### src/rtl/pbaz_ram.sv
module pbaz_ram #(
	parameter int DEPTH = 256,
	parameter int WIDTH = 8
) (
	input logic clk,
	input logic en,
	input logic we,
	input logic [$clog2(DEPTH)-1:0] addr,
	input logic [WIDTH-1:0] wdata,
	output logic [WIDTH-1:0] rdata
);

	logic [WIDTH-1:0] mem [DEPTH];

	always_ff @(posedge clk) begin
		if (en) begin
			if (we) begin
				mem[addr] <= wdata;
			end else begin
				rdata <= mem[addr];
			end
		end
	end

endmodule

### config.mk
export PLATFORM = sky130hd
export DESIGN_NAME = pbaz_ram
export DESIGN_NICKNAME = d
export VERILOG_FILES = /design/src/rtl/pbaz_ram.sv
export SDC_FILE = /design/constraint.sdc
export NUM_CORES = 2
export LEC_CHECK = 0
export ABC_AREA = 1
export ABC_CLOCK_PERIOD_IN_PS = 4700
export BUFFER_PORTS_ARGS = -buffer_cell sky130_fd_sc_hd__buf_4
export CORE_UTILIZATION = 35
export DETAILED_ROUTE_END_ITERATION = 6
export PLACE_DENSITY = 0.53
export SKIP_LAST_GASP = 1
export SYNTH_ARGS = -nofsm -noshare
export SYNTH_HDL_FRONTEND = slang
export SYNTH_SLANG_ARGS = --single-unit
### constraint.sdc
create_clock -name clk -period 4.7 [get_ports clk]
set_clock_uncertainty 0.1 [all_clocks]
set_input_delay 0.94 -clock clk [delete_from_list [all_inputs] [get_ports clk]]
set_output_delay 0.94 -clock clk [all_outputs]
set_load 0.01 [all_outputs]
==> results.md <==
- Achievable Freq: 0.287 GHz
- Hold-fix buffers, CTS: 0
- Worst R2R Path Depth: 12
- Vias: 56463
- H-tree depth: 4
- Fin. max-slew vios: 0
- Clock Root Buffer: clkbuf_16
- Pwr/cell area: 398 nW/um^2
- Total Wirelength: 244000 um
- CTS buffer count: 216
- Vias in the first global route: 54991
- Final Cycle Share: 0.741
- Antenna Violating Nets Remaining: 0
- Layout Nets: 8173
- Area Growth Syn to Fin: 14.8%
- Buf/Inv on CP: 3
- Relative slew margins: 0.183
- First-pass GRT wire length: 363000 um
- Sequential fraction of the synthesis area: 0.728
- Worst setup EP type: flip-flop
- FF+latch count, synth: 2056
- Leak pwr: 38.3 nW
- I/O pin count: 27
- Initial detailed-routing violation count: 5178
- Initial antenna violation count: 9
- CP max stage delay: 530 ps
- RSZ-0062 raised after global routing: false
- GRT Residual Overflow: 0
- Routed wire per std cell: 21.2 um
- Crit path launch type: input port
- Most common cell after layout, fill and taps aside: nand2_1
- Most frequent cells in the layout: 4695 x nand2_1, 2056 x edfxtp_1, 340 x buf_4
- Syn Nets: 7979
- Die W: 494 um
- GR Util All Layers: 0.199
- Power after layout: 38.8 mW
- DR DRC count: 0
- Reg-to-reg endpoint: rdata[3]$_DFFE_PP_
- Synth Instances: 7960
- Crit-path cells: buf_8, inv_8, buf_12, nand2_1, nand2_1, nand2_1, nand2_1, nand2_1, nand2_1, o21ai_1, nand2_1, nor2_1, nor2_1, nor2_1, nand2_1
- Final hold violations: 0
- R2R Setup Slk: 1860 ps
- Clk sinks: 2056
- Worst flop-to-flop path startpoint: mem[151][3]$_DFFE_PP_
- Cell variety after synth: 14
- Hold Path Origin: we
- Share of cells above drive strength 1: 0.0854
- Syn Std Cell Area: 84800 um^2
- Crit Path Class: in -> reg
- Num rows: 180
- DIE HEIGHT: 494 um
- Placed Instances: 11121
- Maxcap violations: 0
- Post-CTS Resized: 0
- DR pass1 iterations: 5
- Post-Layout Cell Count: 11525
- VDD IR max: 0.000399 V
- Port Buffer Count: 26
- Setup violators final: 0
- Sum Neg Setup Slack: 0 ps
- Worst Hold Class: in -> reg
- Core area: 241000 um^2
- GPL Wtd Cong: 0.829
- CTS tree: built
- Vias per inst: 4.90
- Critical path arrival: 3970 ps
- Slew @ Worst Pin: 1230 ps
- Post-DP HPWL: 142000 um
- Worst path most repeated cell: nand2_1
- Initial Util: 0.352
- Required @ worst endpoint: 5190 ps
- Crit path max-delay family: simple AND/OR/NAND/NOR gates
- WP depth: 15
- Worst Hold End: rdata[3]$_DFFE_PP_
- Status: complete, no violations
- Fill count: 22953
- Worst hold stages: 2
- Max clock buf depth: 3
- Largest net degree at the start of global routing: 169
- Worst-Skew Late Latency: 880 ps
- Crit path max fanout: 52
- Syn_area_per_cell: 10.7 um^2
- Final Critical Period: 3480 ps
- Clock-pin transition on the worst setup and hold timing paths: 60 ps
- Synth warnings: 0
- Post-CTS setup buffers: 0
- Crit path max-delay cell type: nor2_1
- Die ar.: 244000 um^2
==> metrics by stage <==
stage	worst slack [ps]	hold WS (ps)	area, um^2	utilization
6_report	1220	385	97400	0.404
5_1_grt	1170	364	97400	0.404
4_1_cts	1290	339	97400	0.404
3_5_place_dp	361	873	90700	0.377
3_3_place_gp	340	879	90700	0.377
2_1_floorplan	1740	758	84800	-
==> flip-flops by register name (all words and copies together) (netlist names) <==
register / cells
rdata: 8
mem: 2048
==> synth_stat cells <==
master | instances | area share
o21ai_1 | 128 | 0.0076
clkinv_1 | 2 | 0.000089
buf_2 | 214 | 0.013
clkbuf_1 | 161 | 0.0071
nor2_1 | 345 | 0.015
buf_4 | 5 | 0.00044
inv_1 | 11 | 0.00049
inv_2 | 3 | 0.00013
buf_6 | 9 | 0.0012
edfxtp_1 | 2056 | 0.73
nand4_1 | 40 | 0.0029
buf_1 | 35 | 0.0015
nand2_1 | 4695 | 0.21
nand3_1 | 256 | 0.015
==> how the worst max path moves through the flow <==
stage          slack, ps                   end     from
3_5_place_dp         360    rdata[4]$_DFFE_PP_  addr[1]
2_1_floorplan       1740  mem[97][0]$_DFFE_PP_  addr[0]
6_report            1220    rdata[3]$_DFFE_PP_  addr[0]
4_1_cts             1290    rdata[4]$_DFFE_PP_  addr[1]
3_3_place_gp         340    rdata[4]$_DFFE_PP_  addr[1]
5_1_grt             1170    rdata[4]$_DFFE_PP_  addr[1]
==> power by group <==
group          switching, mW  internal, mW  total (mW)
clock                   7.21          9.12        16.3
sequential           0.00761          20.2        20.2
combinational           1.74         0.521        2.26
total                   8.96          29.8        38.8
==> logic make-up after synthesis <==
family / share of synthesized area
DFF: 0.728
buffers and inverters: 0.0236
and+or+nand+nor: 0.241
AOI/OAI and AO/OA: 0.00755
==> final cells by class <==
class | instances | area (um^2) | area share
Timing Repair Buffer | 400 | 3700 | 0.0380
Multi-Input combinational cell | 5464 | 21200 | 0.217
Inverter | 16 | 87.6 | 0.000899
Clock buffer | 263 | 5600 | 0.0575
Tap cell | 3185 | 3990 | 0.0409
Sequential cell | 2056 | 61700 | 0.634
Clock inverter | 136 | 1070 | 0.0110
Antenna cell | 5 | 12.5 | 0.000128
==> metal layers <==
layer  part of all wire  vias to the layer above  wire (um)  track usage
met5                  0                        -          0            0
met4              0.025                        0       6220       0.0572
met3              0.061                      320      14900       0.0302
met2               0.47                     1727     114000        0.321
met1               0.45                    27731     109000        0.277
li1                   -                    26685          -            -
Note: power is estimated with default switching activity, not from simulation.
